`src/sv/assert_macros.svh`:
```
// concurrent assertion helpers, compiled out for synthesis
`ifndef ASSERT_MACROS_SVH
`define ASSERT_MACROS_SVH

`ifndef SYNTHESIS

// same-cycle implication
`define RARE_ASSERT_SAME(label, clk, rst, ante, cons) \
   label: assert property (@(posedge clk) disable iff (rst) (ante) |-> (cons)) \
      else $error("assertion failed");

// next-cycle implication
`define RARE_ASSERT_NEXT(label, clk, rst, ante, cons) \
   label: assert property (@(posedge clk) disable iff (rst) (ante) |=> (cons)) \
      else $error("assertion failed");

`else

`define RARE_ASSERT_SAME(label, clk, rst, ante, cons)
`define RARE_ASSERT_NEXT(label, clk, rst, ante, cons)

`endif

`endif

```
`src/sv/rare_pkg.sv`:
```
`default_nettype none

package rare_pkg;

   localparam int STRENGTH_WIDTH  = 9;
   localparam int TICK_WIDTH      = 12;
   localparam int LEVEL_WIDTH     = 8;
   localparam int PROD_WIDTH      = STRENGTH_WIDTH + TICK_WIDTH;
   localparam int CSR_INDEX_WIDTH = 2;
   localparam int CSR_DATA_WIDTH  = 12;

   localparam logic [CSR_INDEX_WIDTH-1:0] CSR_ANALOG   = 2'd0;
   localparam logic [CSR_INDEX_WIDTH-1:0] CSR_STRENGTH = 2'd1;
   localparam logic [CSR_INDEX_WIDTH-1:0] CSR_ATTACK   = 2'd2;
   localparam logic [CSR_INDEX_WIDTH-1:0] CSR_RELEASE  = 2'd3;

   typedef struct packed {
      logic accept;
      logic mul;
      logic div_step;
      logic load;
   } ctrl_cmd_type;

   typedef struct packed {
      logic out_free;
   } ctrl_status_type;

endpackage

`default_nettype wire

```
`src/sv/rare_if.sv`:
```
`default_nettype none

interface rare_req_if;
   logic valid;
   logic ready;
   logic restart;

   modport source (output valid, output restart, input ready);
   modport sink (input valid, input restart, output ready);
endinterface

interface rare_rsp_if;
   logic                             valid;
   logic                             ready;
   logic                             motor_on;
   logic [rare_pkg::LEVEL_WIDTH-1:0] motor_level;

   modport source (output valid, output motor_on, output motor_level, input ready);
   modport sink (input valid, input motor_on, input motor_level, output ready);
endinterface

`default_nettype wire

```
`src/sv/rare_ctrl.sv`:
```
`default_nettype none

module rare_ctrl (
   input  wire logic                      clock,
   input  wire logic                      reset,
   input  wire logic                      req_valid,
   output logic                           req_ready,
   input  wire rare_pkg::ctrl_status_type status,
   output rare_pkg::ctrl_cmd_type         cmd
);

   localparam logic [1:0] ST_IDLE = 2'd0;
   localparam logic [1:0] ST_MUL  = 2'd1;
   localparam logic [1:0] ST_DIV  = 2'd2;
   localparam logic [1:0] ST_HOLD = 2'd3;

   localparam int STEP_WIDTH = $clog2(rare_pkg::PROD_WIDTH);
   localparam logic [STEP_WIDTH-1:0] STEP_LAST = STEP_WIDTH'(rare_pkg::PROD_WIDTH - 1);

   logic [1:0]            state_ff, state_in;
   logic [STEP_WIDTH-1:0] step_ff, step_in;

   always_comb begin
      state_in  = state_ff;
      step_in   = step_ff;
      req_ready = 1'b0;
      cmd       = '0;
      case (state_ff)
         ST_IDLE: begin
            req_ready = 1'b1;
            if (req_valid) begin
               cmd.accept = 1'b1;
               state_in   = ST_MUL;
            end
         end
         ST_MUL: begin
            cmd.mul  = 1'b1;
            step_in  = '0;
            state_in = ST_DIV;
         end
         ST_DIV: begin
            cmd.div_step = 1'b1;
            if (step_ff == STEP_LAST) begin
               state_in = ST_HOLD;
            end else begin
               step_in = step_ff + 1'b1;
            end
         end
         ST_HOLD: begin
            // wait until the output register can take the result
            if (status.out_free) begin
               cmd.load = 1'b1;
               state_in = ST_IDLE;
            end
         end
         default: begin
            state_in = ST_IDLE;
         end
      endcase
   end

   always_ff @(posedge clock) begin
      if (reset) begin
         state_ff <= ST_IDLE;
         step_ff  <= '0;
      end else begin
         state_ff <= state_in;
         step_ff  <= step_in;
      end
   end

endmodule

`default_nettype wire

```
`src/sv/rare_dp.sv`:
```
`default_nettype none

module rare_dp #(
   parameter int COUNTER_WIDTH = 16
) (
   input  wire logic                                     clock,
   input  wire logic                                     reset,
   input  wire logic                                     csr_we,
   input  wire logic [rare_pkg::CSR_INDEX_WIDTH-1:0]     csr_index,
   input  wire logic [rare_pkg::CSR_DATA_WIDTH-1:0]      csr_wdata,
   input  wire logic                                     req_restart,
   input  wire rare_pkg::ctrl_cmd_type                   cmd,
   output rare_pkg::ctrl_status_type                     status,
   output logic                                          rsp_valid,
   input  wire logic                                     rsp_ready,
   output logic                                          rsp_motor_on,
   output logic [rare_pkg::LEVEL_WIDTH-1:0]              rsp_motor_level
);

   localparam int TW = rare_pkg::TICK_WIDTH;
   localparam int SW = rare_pkg::STRENGTH_WIDTH;
   localparam int PW = rare_pkg::PROD_WIDTH;
   localparam int LW = rare_pkg::LEVEL_WIDTH;

   // configuration
   logic                 analog_ff;
   logic signed [SW-1:0] strength_ff;
   logic [TW-1:0]        attack_ff;
   logic [TW-1:0]        release_ff;

   always_ff @(posedge clock) begin
      if (reset) begin
         analog_ff   <= 1'b0;
         strength_ff <= '0;
         attack_ff   <= '0;
         release_ff  <= '0;
      end else if (csr_we) begin
         case (csr_index)
            rare_pkg::CSR_ANALOG:   analog_ff   <= csr_wdata[0];
            rare_pkg::CSR_STRENGTH: strength_ff <= csr_wdata[SW-1:0];
            rare_pkg::CSR_ATTACK:   attack_ff   <= csr_wdata[TW-1:0];
            rare_pkg::CSR_RELEASE:  release_ff  <= csr_wdata[TW-1:0];
            default: ;
         endcase
      end
   end

   // phase decode
   logic [COUNTER_WIDTH-1:0] cnt_ff, cnt_in, cnt_now;
   logic [TW:0]              span;
   logic [TW:0]              remain;
   logic                     in_attack, in_release, active;
   logic [COUNTER_WIDTH:0]   cnt_sum;

   assign cnt_now    = req_restart ? '0 : cnt_ff;
   assign span       = {1'b0, attack_ff} + {1'b0, release_ff};
   assign in_attack  = cnt_now < COUNTER_WIDTH'(attack_ff);
   assign in_release = !in_attack && (cnt_now < COUNTER_WIDTH'(span));
   assign remain     = span - cnt_now[TW:0];
   assign active     = (in_attack || in_release) && analog_ff;
   assign cnt_sum    = {1'b0, cnt_now} + ((in_attack || in_release) ?
                       (COUNTER_WIDTH+1)'(2) : (COUNTER_WIDTH+1)'(1));

   // saturating advance
   always_comb begin
      cnt_in = cnt_ff;
      if (cmd.accept) begin
         cnt_in = cnt_sum[COUNTER_WIDTH] ? '1 : cnt_sum[COUNTER_WIDTH-1:0];
      end
   end

   always_ff @(posedge clock) begin
      if (reset) begin
         cnt_ff <= '0;
      end else begin
         cnt_ff <= cnt_in;
      end
   end

   // operands, sign-magnitude
   logic [SW-1:0] mag_ff;
   logic [TW-1:0] num_ff;
   logic [TW-1:0] divisor_ff;
   logic          neg_ff;
   logic          on_ff;

   always_ff @(posedge clock) begin
      if (cmd.accept) begin
         mag_ff     <= strength_ff[SW-1] ? SW'(-strength_ff) : SW'(strength_ff);
         neg_ff     <= strength_ff[SW-1];
         on_ff      <= analog_ff && in_attack;
         num_ff     <= !active ? '0 : (in_attack ? cnt_now[TW-1:0] : remain[TW-1:0]);
         divisor_ff <= !active ? TW'(1) : (in_attack ? attack_ff : release_ff);
      end
   end

   // shift-subtract divider, one quotient bit per step
   logic [PW-1:0] quo_ff;
   logic [TW-1:0] rem_ff;
   logic [TW:0]   trial;
   logic          fits;

   assign trial = {rem_ff, quo_ff[PW-1]};
   assign fits  = trial >= {1'b0, divisor_ff};

   always_ff @(posedge clock) begin
      if (cmd.mul) begin
         quo_ff <= PW'(mag_ff) * PW'(num_ff);
         rem_ff <= '0;
      end else if (cmd.div_step) begin
         quo_ff <= {quo_ff[PW-2:0], fits};
         rem_ff <= fits ? TW'(trial - {1'b0, divisor_ff}) : trial[TW-1:0];
      end
   end

   // output register
   logic          out_valid_ff, out_valid_in;
   logic          motor_on_ff;
   logic [LW-1:0] level_ff;

   assign out_valid_in    = cmd.load ? 1'b1 : (rsp_ready ? 1'b0 : out_valid_ff);
   assign status.out_free = !out_valid_ff || rsp_ready;

   always_ff @(posedge clock) begin
      if (reset) begin
         out_valid_ff <= 1'b0;
      end else begin
         out_valid_ff <= out_valid_in;
      end
   end

   always_ff @(posedge clock) begin
      if (cmd.load) begin
         motor_on_ff <= on_ff;
         level_ff    <= neg_ff ? LW'(~quo_ff[LW-1:0] + 1'b1) : quo_ff[LW-1:0];
      end
   end

   assign rsp_valid       = out_valid_ff;
   assign rsp_motor_on    = motor_on_ff;
   assign rsp_motor_level = level_ff;

endmodule

`default_nettype wire

```
`src/sv/rumble_attack_release_envelope.sv`:
```
// Attack/release envelope for a rumble motor: each accepted request is one frame tick
// and yields one response with the small-motor switch and the large-motor level. A
// request passes through these steps in order: the accepting cycle latches operands and
// advances the envelope counter, then the strength multiply, the shift-subtract divider
// that produces one quotient bit a cycle, and the load of the output register. The load
// waits only while an earlier response still waits to be taken. A new request is
// accepted as soon as the previous one has been loaded, even while its response still
// waits. Configuration is to be written through csr_we/csr_index/csr_wdata only while
// idle; the block itself does not enforce this.
`default_nettype none

`include "assert_macros.svh"

module rumble_attack_release_envelope #(
   parameter int COUNTER_WIDTH = 16
) (
   input  wire logic                                 clock,
   input  wire logic                                 reset,
   rare_req_if.sink                                  req_if,
   rare_rsp_if.source                                rsp_if,
   input  wire logic                                 csr_we,
   input  wire logic [rare_pkg::CSR_INDEX_WIDTH-1:0] csr_index,
   input  wire logic [rare_pkg::CSR_DATA_WIDTH-1:0]  csr_wdata
);

   rare_pkg::ctrl_cmd_type    cmd;
   rare_pkg::ctrl_status_type status;

   rare_ctrl u_ctrl (
      .clock     (clock),
      .reset     (reset),
      .req_valid (req_if.valid),
      .req_ready (req_if.ready),
      .status    (status),
      .cmd       (cmd)
   );

   rare_dp #(
      .COUNTER_WIDTH (COUNTER_WIDTH)
   ) u_dp (
      .clock           (clock),
      .reset           (reset),
      .csr_we          (csr_we),
      .csr_index       (csr_index),
      .csr_wdata       (csr_wdata),
      .req_restart     (req_if.restart),
      .cmd             (cmd),
      .status          (status),
      .rsp_valid       (rsp_if.valid),
      .rsp_ready       (rsp_if.ready),
      .rsp_motor_on    (rsp_if.motor_on),
      .rsp_motor_level (rsp_if.motor_level)
   );

   `RARE_ASSERT_NEXT(a_busy_after_accept, clock, reset, req_if.valid && req_if.ready, !req_if.ready)
   `RARE_ASSERT_NEXT(a_load_shows, clock, reset, cmd.load, rsp_if.valid)
   `RARE_ASSERT_NEXT(a_taken_clears, clock, reset, rsp_if.valid && rsp_if.ready && !cmd.load, !rsp_if.valid)
   `RARE_ASSERT_SAME(a_load_only_free, clock, reset, cmd.load, !rsp_if.valid || rsp_if.ready)

endmodule

`default_nettype wire
```
`src/flat_wrapper.sv`:
```
// flat-port wrapper written by rule: the top's interface ports become plain ports
module rumble_attack_release_envelope_flat 
#(
   parameter int COUNTER_WIDTH = 16
)
  (clock, reset, csr_we, csr_index, csr_wdata, req_if_valid, req_if_restart, req_if_ready, rsp_if_valid, rsp_if_motor_on, rsp_if_motor_level, rsp_if_ready);
  rare_req_if req_if_i ();
  rare_rsp_if rsp_if_i ();
  input  wire logic clock;
  input  wire logic reset;
  input  wire logic csr_we;
  input  wire logic [rare_pkg::CSR_INDEX_WIDTH-1:0] csr_index;
  input  wire logic [rare_pkg::CSR_DATA_WIDTH-1:0] csr_wdata;
  input wire logic [$bits(req_if_i.valid)-1:0] req_if_valid;
  input wire logic [$bits(req_if_i.restart)-1:0] req_if_restart;
  output wire logic [$bits(req_if_i.ready)-1:0] req_if_ready;
  output wire logic [$bits(rsp_if_i.valid)-1:0] rsp_if_valid;
  output wire logic [$bits(rsp_if_i.motor_on)-1:0] rsp_if_motor_on;
  output wire logic [$bits(rsp_if_i.motor_level)-1:0] rsp_if_motor_level;
  input wire logic [$bits(rsp_if_i.ready)-1:0] rsp_if_ready;
  assign req_if_i.valid = req_if_valid;
  assign req_if_i.restart = req_if_restart;
  assign req_if_ready = req_if_i.ready;
  assign rsp_if_valid = rsp_if_i.valid;
  assign rsp_if_motor_on = rsp_if_i.motor_on;
  assign rsp_if_motor_level = rsp_if_i.motor_level;
  assign rsp_if_i.ready = rsp_if_ready;
  rumble_attack_release_envelope #(.COUNTER_WIDTH(COUNTER_WIDTH)) u_core (.clock(clock), .reset(reset), .req_if(req_if_i), .rsp_if(rsp_if_i), .csr_we(csr_we), .csr_index(csr_index), .csr_wdata(csr_wdata));
endmodule
```
`config.mk`:
```
export PLATFORM = sky130hd
export DESIGN_NAME = rumble_attack_release_envelope_flat
export DESIGN_NICKNAME = d
export VERILOG_FILES = /design/src/sv/rare_pkg.sv /design/src/sv/rare_if.sv /design/src/sv/rare_ctrl.sv /design/src/sv/rare_dp.sv /design/src/sv/rumble_attack_release_envelope.sv /design/src/flat_wrapper.sv
export VERILOG_INCLUDE_DIRS = /design/src /design/src/sv
export SDC_FILE = /design/constraint.sdc
export NUM_CORES = 1
export LEC_CHECK = 0
export BUFFER_PORTS_ARGS = -buffer_cell sky130_fd_sc_hd__buf_2
export CORE_UTILIZATION = 60
export CTS_CLUSTER_DIAMETER = 150
export DETAILED_ROUTE_END_ITERATION = 7
export HOLD_SLACK_MARGIN = 0.06
export PLACE_DENSITY = 0.83
export SYNTH_ARGS = -nofsm -noshare
export SYNTH_HDL_FRONTEND = slang
export SYNTH_HIERARCHICAL = 1
export SYNTH_SLANG_ARGS = --single-unit
```
`constraint.sdc`:
```
create_clock -name clock -period 9.25 [get_ports clock]
set_clock_uncertainty 0.2 [all_clocks]
set_input_delay 1.85 -clock clock [delete_from_list [all_inputs] [get_ports clock]]
set_output_delay 1.85 -clock clock [all_outputs]
set_load 0.02 [all_outputs]
```
==> qor.csv <==
metric,value,unit
maximum buffer depth of the clock tree,2,
crit path kind,flop to flop,
synth warn,6,
total grt overflow,0,
post-synth design cell area,11800,sq um
Post-DRT Antenna Nets,0,
transition time at the pin with the least slew margin,1.11,ns
Resized Gates After CTS,0,
number of pins with negative max-slew slack in the final report,0,
post-DR wirelength/cell,17.0,um
cell type with the highest aggregate area in the netlist,edfxtp_1,
WL final,27.5,mm
cell types with the highest counts after synthesis,"nand2_1 (179), inv_1 (165), ha_1 (111)",
Post-synth ARST share,0,%
setup slack after placement,2.75,ns
Worst Setup Start Kind,flop,
final setup vio count,0,
number of storage elements in the synthesis netlist,135,
Max-Slew Margin vs Limit,25.8,%
Starting Density,62.1,%
number of input and output port buffers inserted,30,
"critical path fanouts, max",15,
buffers inserted during post-CTS setup optimization,0,
clock slew at reported path FFs,0.06,ns
portion of the clock cycle consumed by the worst path in the final layout,71.0,%
number of buffer and inverter instances along the worst setup path,1,
maximum clock frequency,152,MHz
CTS root buffer,clkbuf_16,
antenna cell count,0,
Worst EP required,9.36,ns
number of detailed-route iterations in the first pass,8,
most repeated cell in the gate-level netlist after synthesis,nand2_1,
type of the most critical hold path,flop to flop,
top-level port count,31,
Main synth FF type,dfxtp_1,
worst-skew pair later-pin latency,0.42,ns
area of the core region,19000,sq um
clk sinks,135,
vias in the first global route,9272,
Worst IR Drop VDD,0.000334,V
Netlist cell types,79,
number of DRC markers in iteration 0,952,
vias,9754,
post-route setup slack,2.68,ns
fillers,1471,
nature of the critical path endpoint,flop,
"EDFF count, synth",65,
TritonCTS clock tree,built,
average cell area after synthesis,8.74,sq um
detailed-route vias per instance,6.04,
Die Height,142,um
cells along the critical path,"ha_1, fa_1, a21oi_1, o21ai_1, a311o_1, a21o_1, a221oi_1, xnor2_1, ha_1, nand2_1, or2_2, o221a_2, o211ai_1, nand2_1, inv_1, ha_1, fa_1, and4b_1, nand3_1, o31ai_2, o21ai_0, a221oi_1",
run status,finished clean,
fin crit period,6.57,ns
share of the yosys chip area belonging to registers,28.5,%
setup_tns,0,ns
Die ar.,20200,sq um
hold bufs inserted after CTS,0,
Rows,50,
# H-tree levels,4,
pwr dens,387,nW/um^2
final RePlAce weighted congestion,0.924,
RSZ-0062 raised after global routing,false,
Max stage delay on crit path,0.88,ns
area fraction of the dominant cell type after synthesis,16.6,%
Fin. Hold Viols,0,
most frequent cell on the critical path,ha_1,
signed area change from the synthesized netlist to the final layout,7.66,%
Die X-Extent,142,um
dominant cells by area after synthesis,"edfxtp_1 (17%), fa_1 (13%), dfxtp_1 (12%)",
Syn Nets,1553,
Post-DP HPWL,20.4,mm
initial antenna violation count,1,
Final nets,1549,
reported leakage power,5.47,nW
arrival time reported for the critical path endpoint,6.68,ns
share of cells above drive strength 1,7.15,%
Max Cap Violations,0,
remaining routing DRC violations,0,
crit-path leading delay family,compound AO/OA/AOI/OAI gates,
global-route wire length before repair,45.3,mm
synthesized netlist cell count,1347,
global router's overall resource usage,28.3,%
cell with the largest stage delay on the worst path,o31ai_2,
Num CTS Buffers,17,
largest net degree at the start of global routing,61,
-- per-layer routing --
layer | vias up | track usage (%) | wire length (um)
met4 | 0 | 9.11 | 551
li1 | 4612 | - | -
met1 | 4662 | 38.7 | 12000
met3 | 60 | 4.34 | 2000
met5 | - | 0 | 0
met2 | 420 | 46.1 | 12900
-- worst paths after layout --
kind | startpoint | end | slack, ns | cells after the start
setup / recovery | u_core/u_dp/attack_ff[0] | u_core/u_dp/cnt_ff[2] | 2.68 | 22
hold / removal | u_core/u_dp/on_ff | u_core/u_dp/rsp_motor_on | 0.22 | 0
setup reg to reg | u_core/u_dp/attack_ff[0] | u_core/u_dp/cnt_ff[2] | 2.68 | 22
hold reg to reg | u_core/u_dp/on_ff | u_core/u_dp/rsp_motor_on | 0.22 | 0
-- cells by family (layout without fill, tap and decap cells) --
| logic type | count (synthesis) | count (layout) | synth area share [%] |
|---|---|---|---|
| mux | 19 | 19 | 1.70 |
| compound gates | 290 | 290 | 16.3 |
| buf+inv | 222 | 231 | 7.12 |
| flops | 135 | 135 | 28.5 |
| xor+xnor | 46 | 46 | 3.42 |
| fa+ha+maj | 186 | 186 | 24.5 |
| simple gates | 449 | 449 | 18.4 |
-- through the flow --
stage	hold WS, ns	power, mW	cells	area [sq um]	util, %
finish	0.220	4.91	1616	12700	66.9
global route	0.224	5.31	1616	12700	66.9
CTS	0.220	4.85	1616	12700	66.9
detailed placement	0.205	4.09	1584	12100	63.6
global placement	0.203	3.99	1584	12100	63.6
floorplan	0.200	3.40	1347	11800	-
-- final cells by class --
class,count,area [sq um],share of cell area [%]
inverters,165,619,4.89
flip-flops and latches,135,3350,26.4
clock buffers,21,482,3.80
multi-input cells,990,7590,59.8
clock inverters,11,133,1.05
well taps,260,325,2.57
repair buffers,34,180,1.42
-- cell usage in the layout, fill, tap and decap left out, drive strengths merged, types with 10 or more instances in the layout --
master    n
nor3     25
o21a     14
buf      34
nor2     69
clkbuf   21
o31ai    14
mux2i    11
edfxtp   65
nand2   180
inv     170
o21ai    54
nand3    42
o211ai   11
xnor2    31
a21oi    95
xor2     15
nor2b    10
nand2b   24
a21o     12
dfxtp    70
a211oi   19
ha      111
fa       75
and2     49
-- sequential cells by signal, indices dropped and copies added, names as in the netlist --
| register | count |
|---|---|
| u_core/u_dp/quo_ff | 21 |
| u_core/u_dp/neg_ff | 1 |
| u_core/u_dp/rsp_valid | 1 |
| u_core/u_dp/strength_ff | 9 |
| u_core/u_dp/divisor_ff | 12 |
| u_core/u_dp/on_ff | 1 |
| u_core/u_dp/rem_ff | 12 |
| u_core/u_dp/attack_ff | 12 |
| u_core/u_dp/analog_ff | 1 |
| u_core/u_dp/mag_ff | 9 |
| u_core/u_ctrl/step_ff | 5 |
| u_core/u_ctrl/state_ff | 2 |
| u_core/u_dp/cnt_ff | 16 |
| u_core/u_dp/num_ff | 12 |
| u_core/u_dp/rsp_motor_on | 1 |
| u_core/u_dp/rsp_motor_level | 8 |
| u_core/u_dp/release_ff | 12 |
-- report_power, final --
group	switching, mW	total, mW	internal, mW
Sequential	0.173	1.02	0.847
Clock	0.277	0.709	0.432
Combinational	1.89	3.18	1.29
Total	2.34	4.91	2.57
Note: power is estimated with default switching activity, not from simulation.
